==> config.mk <==
export PLATFORM = sky130hd
export DESIGN_NAME = decimal_ascii_to_int64_parser
export DESIGN_NICKNAME = d
export VERILOG_FILES = /design/src/rtl/dec2i64_pkg.sv /design/src/rtl/decimal_ascii_to_int64_parser.sv
export SDC_FILE = /design/constraint.sdc
export NUM_CORES = 1
export LEC_CHECK = 0
export ABC_AREA = 1
export BUFFER_PORTS_ARGS = -buffer_cell sky130_fd_sc_hd__buf_2
export CAP_MARGIN = 5
export CORE_MARGIN = 2
export CORE_UTILIZATION = 45
export CTS_BUF_LIST = sky130_fd_sc_hd__clkbuf_4 sky130_fd_sc_hd__clkbuf_8 sky130_fd_sc_hd__clkbuf_16
export DETAILED_ROUTE_END_ITERATION = 8
export MAX_ROUTING_LAYER = met4
export PLACE_DENSITY = 0.6
export SLEW_MARGIN = 20
export SYNTH_ARGS = -nofsm -noshare
export SYNTH_HDL_FRONTEND = slang
export SYNTH_SLANG_ARGS = --single-unit
==> constraint.sdc <==
create_clock -name clk_i -period 3.5 [get_ports clk_i]
set_input_delay 0.7 -clock clk_i [delete_from_list [all_inputs] [get_ports clk_i]]
set_output_delay 0.7 -clock clk_i [all_outputs]
set_load 0.01 [all_outputs]
==> src/rtl/dec2i64_pkg.sv <==
`timescale 1ns / 1ps

package dec2i64_pkg;

  // ASCII codes the parser recognizes
  localparam logic [7:0] CharMinus = 8'h2D;
  localparam logic [7:0] CharZero  = 8'h30;
  localparam logic [7:0] CharOne   = 8'h31;
  localparam logic [7:0] CharNine  = 8'h39;

  // Field widths
  localparam int unsigned CharW  = 8;
  localparam int unsigned ValueW = 64;
  localparam int unsigned DigitW = 4;

  // Magnitude bounds: 2^63 is the largest magnitude kept, and above a tenth
  // of it another digit cannot fit.
  localparam logic [ValueW-1:0] MagLimit = 64'h8000_0000_0000_0000;
  localparam logic [ValueW-1:0] MagTenth = 64'd922337203685477580;

endpackage

==> src/rtl/decimal_ascii_to_int64_parser.sv <==
`timescale 1ns / 1ps

// Decimal ASCII string to signed 64-bit integer parser.
//
// Input stream (s_axis_*): one character per request, tlast on the final
// character of the string. Output stream (m_axis_*): one request per string,
// sent after its last character, carrying the ok flag on tuser and the value
// on tdata (zero when ok is low).
//
// Each character goes into an input register and is folded into the running
// state when it is processed, by a single shift-add multiply-by-ten of the
// magnitude (and, in parallel, of its negation). One character per cycle is
// taken as long as the output side keeps up; a string's last character is
// judged from the input register and its result is written into the output
// register, from where the receiver takes it.
//
// When the receiver stalls, a finished result waits in the output register
// while the input register still takes the next character; once it holds a
// last character that cannot move, tready drops until the result is taken.
// Reset empties both registers and returns the parser to the start of a
// string.
module decimal_ascii_to_int64_parser (
  input  logic                                   clk_i,
  input  logic                                   rst_ni,
  input  logic                                   s_axis_tvalid_i,
  output logic                                   s_axis_tready_o,
  input  logic [dec2i64_pkg::CharW-1:0]          s_axis_tdata_i,  // [7:0] char_byte
  input  logic                                   s_axis_tlast_i,  // is_last
  output logic                                   m_axis_tvalid_o,
  input  logic                                   m_axis_tready_i,
  output logic signed [dec2i64_pkg::ValueW-1:0]  m_axis_tdata_o,  // [63:0] parsed_value
  output logic                                   m_axis_tuser_o   // [0] ok
);

  import dec2i64_pkg::*;

  typedef enum logic [1:0] {
    PhStart,
    PhMinus,
    PhDigits,
    PhZero
  } phase_e;

  // Input register
  logic             in_vld_q;
  logic [CharW-1:0] in_char_q;
  logic             in_last_q;

  // Parser state
  phase_e            phase_q, phase_d;
  logic              minus_q, minus_d;
  logic              failed_q, failed_d;
  logic [ValueW-1:0] mag_q, mag_d;
  logic [ValueW-1:0] neg_q, neg_d;

  // Output register
  logic              out_vld_q;
  logic              out_ok_q;
  logic [ValueW-1:0] out_val_q;

  // Per-character next values
  phase_e            phase_n;
  logic              minus_n;
  logic              failed_n;
  logic [ValueW-1:0] mag_n;
  logic [ValueW-1:0] neg_n;

  logic              is_digit;
  logic              is_nonzero;
  logic [DigitW-1:0] digit;
  logic [ValueW-1:0] digit_ext;
  logic [ValueW-1:0] mag_x10;
  logic [ValueW-1:0] neg_x10;
  logic              good;
  logic [ValueW-1:0] value;

  logic              out_free;
  logic              proc_go;
  logic              in_take;

  // Handshake: process the held character unless it ends a string and the
  // output register is still occupied.
  assign out_free        = !out_vld_q || m_axis_tready_i;
  assign proc_go         = in_vld_q && (!in_last_q || out_free);
  assign s_axis_tready_o = !in_vld_q || proc_go;
  assign in_take         = s_axis_tvalid_i && s_axis_tready_o;

  // Classify the character; '0'..'9' carry their value in the low nibble
  assign is_digit   = (in_char_q >= CharZero) && (in_char_q <= CharNine);
  assign is_nonzero = (in_char_q >= CharOne) && (in_char_q <= CharNine);
  assign digit      = in_char_q[DigitW-1:0];
  assign digit_ext  = {{(ValueW-DigitW){1'b0}}, digit};

  // Multiply by ten as shift-add, kept both positive and negated
  assign mag_x10 = (mag_q << 3) + (mag_q << 1) + digit_ext;
  assign neg_x10 = (neg_q << 3) + (neg_q << 1) - digit_ext;

  // Fold one character into the state
  always_comb begin
    phase_n  = phase_q;
    minus_n  = minus_q;
    failed_n = failed_q;
    mag_n    = mag_q;
    neg_n    = neg_q;
    if (!failed_q) begin
      unique case (phase_q)
        PhStart: begin
          if (in_char_q == CharZero) begin
            phase_n = PhZero;
          end else if (in_char_q == CharMinus) begin
            minus_n = 1'b1;
            phase_n = PhMinus;
          end else if (is_nonzero) begin
            mag_n   = digit_ext;
            neg_n   = '0 - digit_ext;
            phase_n = PhDigits;
          end else begin
            failed_n = 1'b1;
          end
        end
        PhMinus: begin
          if (is_nonzero) begin
            mag_n   = digit_ext;
            neg_n   = '0 - digit_ext;
            phase_n = PhDigits;
          end else begin
            failed_n = 1'b1;
          end
        end
        PhDigits: begin
          if (!is_digit || (mag_q > MagTenth)) begin
            failed_n = 1'b1;
          end else if (mag_x10 > MagLimit) begin
            failed_n = 1'b1;
          end else begin
            mag_n = mag_x10;
            neg_n = neg_x10;
          end
        end
        PhZero: begin
          failed_n = 1'b1;
        end
        default: begin
          failed_n = 1'b1;
        end
      endcase
    end
  end

  // Judge the string once its last character is folded in
  always_comb begin
    good  = 1'b0;
    value = '0;
    if (!failed_n) begin
      if (phase_n == PhZero) begin
        good = 1'b1;
      end else if (phase_n == PhDigits) begin
        if (minus_n) begin
          good  = 1'b1;
          value = neg_n;
        end else if (mag_n < MagLimit) begin
          good  = 1'b1;
          value = mag_n;
        end
      end
    end
  end

  // Advance the state, or return to the start after the last character
  always_comb begin
    phase_d  = phase_q;
    minus_d  = minus_q;
    failed_d = failed_q;
    mag_d    = mag_q;
    neg_d    = neg_q;
    if (proc_go) begin
      if (in_last_q) begin
        phase_d  = PhStart;
        minus_d  = 1'b0;
        failed_d = 1'b0;
        mag_d    = '0;
        neg_d    = '0;
      end else begin
        phase_d  = phase_n;
        minus_d  = minus_n;
        failed_d = failed_n;
        mag_d    = mag_n;
        neg_d    = neg_n;
      end
    end
  end

  // Hold state, input register and output register
  always_ff @(posedge clk_i or negedge rst_ni) begin
    if (!rst_ni) begin
      in_vld_q  <= 1'b0;
      in_char_q <= '0;
      in_last_q <= 1'b0;
      phase_q   <= PhStart;
      minus_q   <= 1'b0;
      failed_q  <= 1'b0;
      mag_q     <= '0;
      neg_q     <= '0;
      out_vld_q <= 1'b0;
      out_ok_q  <= 1'b0;
      out_val_q <= '0;
    end else begin
      if (in_take) begin
        in_vld_q  <= 1'b1;
        in_char_q <= s_axis_tdata_i;
        in_last_q <= s_axis_tlast_i;
      end else if (proc_go) begin
        in_vld_q <= 1'b0;
      end

      phase_q  <= phase_d;
      minus_q  <= minus_d;
      failed_q <= failed_d;
      mag_q    <= mag_d;
      neg_q    <= neg_d;

      if (proc_go && in_last_q) begin
        out_vld_q <= 1'b1;
        out_ok_q  <= good;
        out_val_q <= value;
      end else if (m_axis_tready_i) begin
        out_vld_q <= 1'b0;
      end
    end
  end

  assign m_axis_tvalid_o = out_vld_q;
  assign m_axis_tuser_o  = out_ok_q;
  assign m_axis_tdata_o  = signed'(out_val_q);

  // A rejected string reports zero
  assert property (@(posedge clk_i) disable iff (!rst_ni)
    m_axis_tvalid_o && !m_axis_tuser_o |-> out_val_q == '0)
    else $error("failed result carries a nonzero value");

  // A processed last character always yields a result
  assert property (@(posedge clk_i) disable iff (!rst_ni)
    proc_go && in_last_q |=> m_axis_tvalid_o)
    else $error("result missing after last character");

  // The parser is back at the start of a string after each result
  assert property (@(posedge clk_i) disable iff (!rst_ni)
    proc_go && in_last_q |=> phase_q == PhStart && !failed_q && !minus_q && mag_q == '0)
    else $error("state not cleared after end of string");

  // The negated accumulator tracks the magnitude
  assert property (@(posedge clk_i) disable iff (!rst_ni)
    neg_q == ('0 - mag_q))
    else $error("negated accumulator out of step with magnitude");

endmodule
; ---- Word level (Yosys, flattened, before mapping)
; Index checks and enable logic that the tools add are counted.
[word_totals]
in_bits = 13
reg_bits = 208
elab_cells = 94
[classes]
reduce_logical = 16
addsub = 5
order_cmp = 6
eq_ne = 7
n_mux = 49
[op_table]
columns = operator, count
row1 = $mux 64, 19
row2 = $pmux 64 s3, 2
row3 = $add 64x64->64, 2
row4 = $add 64x4->64, 1
row5 = $gt 64x60->1 const B, 1
row6 = $gt 64x64->1 const B, 1
row7 = $lt 64x64->1 const B, 1
row8 = $sub 64x4->64, 1
row9 = $mux 1, 21
row10 = $eq 8x6->1 const B, 2
row11 = $ge 8x6->1 const B, 2
row12 = $mux 2, 5
row13 = $eq 2x2->1 const B, 4
row14 = $le 8x6->1 const B, 1
row15 = $logic_and 1x1->1, 5
row16 = $sub 1x4->5 const A, 1
row17 = $logic_not 1->1, 4
row18 = $logic_or 1x1->1, 4
row19 = $pmux 1 s4, 1
row20 = $pmux 2 s2, 1
row21 = $reduce_bool 2->1, 2
row22 = $eq 2x1->1 const B, 1
row23 = $logic_not 2->1, 1

; ---- Longest topological paths before layout
; Gate-level depths: netlist of run 1.
[logic_depth]
word_depth = 13
ltp_mapped = 30
ltp_nobuf = 28

; ---- Worst setup path after synthesis of run 1
; OpenSTA, ideal clock, no wires.
[synth_path]
path_type = flip-flop to flip-flop
from = register in_char_q[3]
to = register out_val_q[42], in the netlist m_axis_tdata_o[42]
arrival_ns = 3.416
path_stages_with_launch = 25
path_buffers = 2
slack_ns = -0.040
synth_period_minus_slack_ns = 3.540
path_cell_list = dfrtp_1 fa_1 fa_1 nand3_1 nand2_1 nand2_1 nand2_1 nand2_1 nand3_1 nand2_1 nand2_1 xnor2_1 nand3_1 nor2_1 nand2_1 nor2_2 nand2_1 nand2_1 buf_6 buf_6 nand2_1 nand3_1 o21ai_1 nand2_1 nand3_1
[synth_via]
elab_chain_len = 13
[synth_lines]
columns = item, line
row1 = start: declaration, decimal_ascii_to_int64_parser.sv:46  ; logic [CharW-1:0] in_char_q;
row2 = start signal: assignment, decimal_ascii_to_int64_parser.sv:210  ; in_char_q <= s_axis_tdata_i;
row3 = "parallel branches: the longest is 12 deep, another holds $add 64x4->64", n/a
row4 = $mux 64 (*), decimal_ascii_to_int64_parser.sv:154  ; if (!failed_n) begin
row5 = end signal: assignment, decimal_ascii_to_int64_parser.sv:225  ; out_val_q <= value;
row6 = end: declaration, decimal_ascii_to_int64_parser.sv:59  ; logic [ValueW-1:0] out_val_q;
; Mark *: on every way between the ends.
; A chain may end at the register's enable or synchronous reset.

; ---- Worst setup path in the final report of run 1
[layout_path]
from = register mag_q[2]
to = register out_val_q[23], in the netlist m_axis_tdata_o[23]
[layout_via]
elab_chain_len = 13
[layout_lines]
columns = item, line
row1 = start: declaration, decimal_ascii_to_int64_parser.sv:53  ; logic [ValueW-1:0] mag_q, mag_d;
row2 = start signal: assignment, decimal_ascii_to_int64_parser.sv:219  ; mag_q <= mag_d;
row3 = $add 64x64->64, decimal_ascii_to_int64_parser.sv:95  ; assign mag_x10 = (mag_q << 3) + (mag_q << 1) + digit_ext;
row4 = $add 64x4->64, decimal_ascii_to_int64_parser.sv:95
row5 = $gt 64x64->1, decimal_ascii_to_int64_parser.sv:133  ; end else if (mag_x10 > MagLimit) begin
row6 = $mux 64, decimal_ascii_to_int64_parser.sv:133
row7 = $mux 64, decimal_ascii_to_int64_parser.sv:131  ; if (!is_digit || (mag_q > MagTenth)) begin
row8 = $pmux 64 s3, decimal_ascii_to_int64_parser.sv:106  ; unique case (phase_q)
row9 = $mux 64, decimal_ascii_to_int64_parser.sv:105  ; if (!failed_q) begin
row10 = $lt 64x64->1, decimal_ascii_to_int64_parser.sv:161  ; end else if (mag_n < MagLimit) begin
row11 = $mux 64, decimal_ascii_to_int64_parser.sv:161
row12 = $mux 64, decimal_ascii_to_int64_parser.sv:158  ; if (minus_n) begin
row13 = $mux 64, decimal_ascii_to_int64_parser.sv:157  ; end else if (phase_n == PhDigits) begin
row14 = $mux 64, decimal_ascii_to_int64_parser.sv:155  ; if (phase_n == PhZero) begin
row15 = $mux 64 (*), decimal_ascii_to_int64_parser.sv:154
; Mark *: on every way between the ends. The rest lies on a longest branch, timed or not.

==> metrics.cfg, run 1 <==
[status]
outcome = finished with violations
violations = negative setup slack

[final_layout]
syn_to_final_growth_pct = 34.7
fin_area_um2 = 35100
fill_cells = 5636
final_cell_count_no_fill = 5829
fin_nets = 5309
drive_gt1_share_pct = 25.1

[synth]
syn_area_um2 = 26100
synthesis.nets = 4743
postSynth.asyncResetShare_pct = 100
ys.flop_type = dfrtp_1
synth.area.mux_share_pct = 0.216
synth.distinct_cells = 50
ys_warn_count = 0
ys_seq_area_share_pct = 20.0
yosys.area_share.adder_pct = 12.2
synth_top_family_by_area = simple AND/OR/NAND/NOR gates
synth_compound_area_share_pct = 14.0
synthCells = 4479
synth_edf_count = 0
ys_seq_elements = 208
synthXorXnorAreaFrac_pct = 2.15
syn_avg_cell_area_um2 = 5.82
synthSimpleGateAreaFrac_pct = 37.5

[cts]
cts.path.max_buffers = 3
htreeDepth = 1
clk_pin_slew_ns = 0.07
ctsHoldBuffers = 0
clkSinkCount = 208
cts_buffers = 24
tritoncts = yes
cts-root-buf = clkbuf_16
clock_latency_ns = 0.55

[floorplanning]
die_area_um2 = 59900
core_area_um2 = 57500
fp-row-count = 88
die_x_um = 245
die-height_um = 245
start_util_pct = 45.4
num_io_pins = 80

[setup_path]
crit_top_cell = nor2_2
slowest_delay_ns = 0.65
path_max_fanout = 8
r2r_start = mag_q[2]$_DFFE_PN0P_
r2r_cells = 25
crit_slowest_cell = fa_2
path_class = reg2reg
cp_data_arrival_time_ns = 4.60
r2r-end = m_axis_tdata_o[23]$_DFFE_PN0P_
r2r_slack_ns = -0.61
cp_data_required_time_ns = 3.99
path_buf_inv = 2
start_kind = flop
critPathTopFamily = simple AND/OR/NAND/NOR gates
end_kind = flop

[drt]
routed_wl_um = 106000
wl_per_cell_um = 18.1
vias = 31500
drc = 0
ant_nets = 0
drt-pass1-iter-count = 7
vias_per_cell = 5.41
drt_iter0_markers = 3090

[sta]
fin_tns_setup_ns = -102.06
clock_skew_ns = 0.0211
worst_pin_slew_ns = 0.938
drv_slew = 0
relSlewSlack_pct = 37.3
fmax_mhz = 243
setup_ws_ns = -0.609
layout_min_cycle_time_ns = 4.11
finalHoldViolations = 0
rsz0062_at_grt = true
fin_crit_sh_pct = 117
finalSetupViolations = 194

[power]
leakagePower_nw = 18.6
p_per_area_nw_per_um2 = 807
power.total_mw = 28.3
peakVddDrop_mv = 0.615

[placement]
dpl_worst_slack_ns = -0.947
dpl_cell_area_um2 = 31000
dp_hpwl_um = 79400
placed_cells = 5723
io_buffers = 79
globalplace.congestion = 1.02

[grt]
track_usage_pct = 35.3
grt_max_degree = 132
grt_pass1_vias = 29400
grt_pass1_wl_um = 164000
gr-total-overflow = 0
antenna_found_initial = 2

[flow_run]
maxCapViolCount = 0

[worst_hold_path]
hp-class = in2async

power breakdown:
| part | internal [mW] | switching, mW |
|---|---|---|
| Clock | 1.74 | 1.16 |
| Combinational | 9.20 | 13.3 |
| Sequential | 2.74 | 0.221 |
| Total | 13.7 | 14.7 |
kinds of logic (layout without fill, tap and decap cells):
logic type	Yosys count	after routing
buffers and inverters	908	1492
XOR/XNOR	64	64
multiplexers	5	5
flip-flops	208	208
other	0	1
adder cells (fa/ha/maj)	251	251
AO/OA/AOI/OAI	694	694
AND/OR/NAND/NOR	2349	2349
worst reg2reg max path: stages, from the launching register on:
cell and delay, ns:
dfrtp_1 0.42, fa_2 0.65, fa_2 0.47, nor2_2 0.09
nand2_1 0.07, nor2_2 0.11, nand3_1 0.09, nor2_1 0.10
nand2_1 0.08, nor2_2 0.11, nand2_2 0.09, nor2_4 0.14
nand3_2 0.11, nor2_2 0.15, nand3_2 0.12, nor2_2 0.11
nand2_2 0.08, nand2_4 0.09, nand3_2 0.06, nand2_2 0.09
nand3_4 0.13, nor2_8 0.21, buf_8 0.17, buf_12 0.15
nand2_1 0.07, nand3_1 0.09
synth_stat cells, types with 6 or more instances:
library cell	number	share of area (%)
clkbuf_1	80	1.2
inv_2	9	0.13
a31oi_1	8	0.19
ha_1	247	12
inv_1	756	11
nand4_1	34	0.82
buf_6	32	1.4
nand3_2	6	0.23
o21a_1	8	0.23
a21boi_0	8	0.23
dfrtp_1	208	20
o21ai_1	64	1.2
nand2_1	1386	20
o21ai_0	205	3.9
buf_2	8	0.15
nor3_1	97	1.9
nor4_1	9	0.22
nor2_1	378	5.4
nor2_2	8	0.19
a21oi_1	351	6.7
nand3b_1	14	0.40
nand3_1	389	7.5
xor2_1	24	0.81
buf_1	22	0.32
o21bai_1	13	0.37
nand2_2	16	0.38
xnor2_1	40	1.3
o211ai_1	7	0.20
layer usage:
layer	global-route usage [%]	routed length (µm)	part of all wire, %	vias up
li1	-	-	-	15500
met1	49.4	47900	45	14500
met2	54.1	46300	44	1338
met3	3.38	8010	7.6	202
met4	9.61	3500	3.3	0
met5	-	0	0	-
layout by cell type (no fill, tap or decap), types with 6 or more instances in the layout:
cell and instances:
nand2_1 1265, o21bai_1 10, buf_12 24, inv_1 739
xnor2_1 38, o21a_1 8, nand4_1 34, buf_6 17
nand3_4 12, nor2_1 315, nor2_4 15, a21oi_2 82
inv_2 25, ha_4 53, nand2_4 25, o21ai_2 51
a21oi_1 269, ha_1 191, dfrtp_2 30, clkbuf_8 6
nor3_1 86, buf_2 78, clkbuf_16 31, o21ai_0 197
a21boi_0 6, dfrtp_1 178, buf_4 547, nand3_2 47
nor3_2 9, nand2_2 111, nand3_1 337, a31oi_1 8
xor2_1 24, o211ai_1 7, o21ai_1 17, nand3b_1 14
nor4_1 9, nor2_2 56
cell type report:
type                    instances  area (µm²)  share of cell area, %
clock inverters                12         175                  0.499
inverters                     766        2880                   8.19
multi-input cells            3363       19600                   55.8
repair buffers                682        5550                   15.8
flip-flops and latches        208        5240                   14.9
well taps                     765         957                   2.73
clock buffers                  32         716                   2.04
diodes                          1        2.50                0.00713
state kept, by name, summed over array words and instances, names as in the netlist:
signal	flops
m_axis_tvalid_o	1
mag_q	64
minus_q	1
in_last_q	1
in_vld_q	1
m_axis_tdata_o	64
failed_q	1
in_char_q	8
neg_q	64
m_axis_tuser_o	1
phase_q	2
per-stage QoR:
stage               util, %  hold WS, ns
floorplan                 -        0.404
global placement       53.9        0.479
detailed placement     53.9        0.477
CTS                    58.9        0.144
global route           61.1        0.155
finish                 61.1       0.0972
how the worst max path moves through the flow:
stage	from	endpoint	slack, ns	cells past startpoint
2_1_floorplan	mag_q[0]$_DFFE_PN0P_	m_axis_tdata_o[42]$_DFFE_PN0P_	0.005	26
3_3_place_gp	mag_q[2]$_DFFE_PN0P_	m_axis_tdata_o[46]$_DFFE_PN0P_	-0.93	27
3_5_place_dp	mag_q[2]$_DFFE_PN0P_	m_axis_tdata_o[61]$_DFFE_PN0P_	-0.95	27
4_1_cts	in_char_q[3]$_DFFE_PN0P_	mag_q[2]$_DFFE_PN0P_	-0.54	25
5_1_grt	mag_q[30]$_DFFE_PN0P_	mag_q[42]$_DFFE_PN0P_	-0.79	29
6_report	mag_q[2]$_DFFE_PN0P_	m_axis_tdata_o[23]$_DFFE_PN0P_	-0.61	25
timing repair:
action | CTS | global route
gates resized for setup | 345 | 246
buffers inserted | 36 | 15
pin swaps | 81 | 70
setup endpoints to repair | 194 | 194
gates cloned | 6 | 8
No activity file was read; power rests on OpenSTA's default activity.
==> run 2, diff against run 1 <==
SKIP_CTS_REPAIR_TIMING = 1   (was unset)
==> run 2 against run 1 <==
Net effect:
- critical path type unchanged
- core utilization down 0.054 points
- routed wire length up 1.2%
- combinational power about the same
- the run still ends with negative setup slack left
- hold slack better by 0.0038 ns
- largest cell class unchanged
- first-iteration DRC count down 0.81%
- critical path depth up 2
- die area unchanged
- count of clock-buffer cells in the layout unchanged
- cell count down 0.14%
==> metrics.cfg, run 2 (synthesized netlist as in run 1, its figures left out) <==
[status]
outcome = finished with violations
violations = negative setup slack

[setup_path]
cp_data_required_time_ns = 3.90
cp_data_arrival_time_ns = 4.61
path_class = reg2reg
r2r_start = in_char_q[3]$_DFFE_PN0P_
path_max_fanout = 8
crit_start = in_char_q[3]$_DFFE_PN0P_
start_kind = flop
crit_top_cell = nand2_1
crit_slowest_cell = fa_2
slowest_delay_ns = 0.52
r2r_cells = 27
r2r_slack_ns = -0.71
end_kind = flop

[drt]
ant_nets = 0
vias = 31500
drc = 0
wl_per_cell_um = 18.4
vias_per_cell = 5.41
drt_iter0_markers = 3065
drt-pass1-iter-count = 6
routed_wl_um = 107000

[cts]
cts_buffers = 24
clkSinkCount = 208
htreeDepth = 1
cts.path.max_buffers = 3
clock_latency_ns = 0.55
clk_pin_slew_ns = 0.07
tritoncts = yes
cts-root-buf = clkbuf_16

[sta]
fmax_mhz = 238
clock_skew_ns = 0.0147
finalHoldViolations = 0
fin_tns_setup_ns = -115.94
finalSetupViolations = 194
relSlewSlack_pct = 36.8
drv_slew = 0
rsz0062_at_grt = true
layout_min_cycle_time_ns = 4.21
setup_ws_ns = -0.709
worst_pin_slew_ns = 0.946
fin_crit_sh_pct = 120

[final_layout]
final_common_cell = nand2_1
final_cell_mix = nand2_1, inv_1, buf_4, nor2_1, nand3_1
final_cell_count_no_fill = 5821
drive_gt1_share_pct = 24.9
syn_to_final_growth_pct = 34.5
fin_nets = 5302
diodes = 0
final_core_util_pct = 61.1

[grt]
gr-total-overflow = 0
grt_max_degree = 132
grt_busiest_layer = met2
grt_pass1_vias = 28400
antenna_found_initial = 1
grtUsageMet2_pct = 52.4
track_usage_pct = 34.2
grt_util_met3_pct = 2.89
met1_usage_pct = 48.8
grt_pass1_wl_um = 159000

[power]
p_per_area_nw_per_um2 = 809
leakagePower_nw = 18.6
power.total_mw = 28.4
peakVddDrop_mv = 0.611

[placement]
dpl_worst_slack_ns = -0.947
globalplace.congestion = 1.02
dp_hpwl_um = 79400
placed_cells = 5723
io_buffers = 79

[floorplanning]
num_io_pins = 80
core_area_um2 = 57500
die-height_um = 245
die_x_um = 245
fp-row-count = 88
die_area_um2 = 59900
start_util_pct = 45.4

[flow_run]
maxCapViolCount = 0

[worst_hold_path]
hp-class = in2async

run 2: changes by cell type in the layout (fill, tap and decap cells not counted), moves of 8 or more:
cell     change
nand3_2     +30
o21ai_1     +10
nand3_1     -27
nand2_1      +8
a21oi_1      +9
nor2_1       +8
nor2_2       -8
o21ai_0      -9
a21oi_2     -15
run 2: power breakdown:
part / switching, mW / leakage, nW / internal [mW]
clock: 1.17 / 0.433 / 1.74
combinational: 13.4 / 15.4 / 9.17
sequential: 0.220 / 2.78 / 2.74
total: 14.8 / 18.6 / 13.6
run 2: worst paths after layout:
kind	to
max in group asynchronous	m_axis_tdata_o[35]$_DFFE_PN0P_
worst min-delay path	mag_q[9]$_DFFE_PN0P_
worst max-delay path	mag_q[55]$_DFFE_PN0P_
min in group clk_i	in_char_q[6]$_DFFE_PN0P_
worst max register to register	mag_q[55]$_DFFE_PN0P_
worst min register to register	m_axis_tdata_o[10]$_DFFE_PN0P_
run 2: critical path: cells and delay by family, from the launching register on:
| family | cells | cell delay [ns] |
|---|---|---|
| compound gates | 2 | 0.18 |
| fa+ha+maj | 2 | 0.97 |
| buf+inv | 3 | 0.41 |
| flops | 1 | 0.43 |
| simple gates | 20 | 2.07 |
run 2: layer usage:
| metal | wire (µm) | vias to the layer above |
|---|---|---|
| li1 | - | 15400 |
| met1 | 48500 | 14600 |
| met5 | 0 | - |
| met3 | 8540 | 161 |
| met2 | 46900 | 1303 |
| met4 | 2960 | 0 |
run 2: per-stage QoR:
stage / area, µm² / hold WS, ns
2_1_floorplan: 26100 / 0.404
3_3_place_gp: 31000 / 0.479
3_5_place_dp: 31000 / 0.477
4_1_cts: 31900 / 0.144
5_1_grt: 35100 / 0.148
6_report: 35100 / 0.101
run 2: layout make-up:
class	count	area [µm²]
Clock buffer	32	716
Clock inverter	12	175
Fill cell	5619	22400
Inverter	766	2880
Multi-Input combinational cell	3364	19600
Sequential cell	208	5240
Tap cell	765	957
Timing Repair Buffer	674	5500
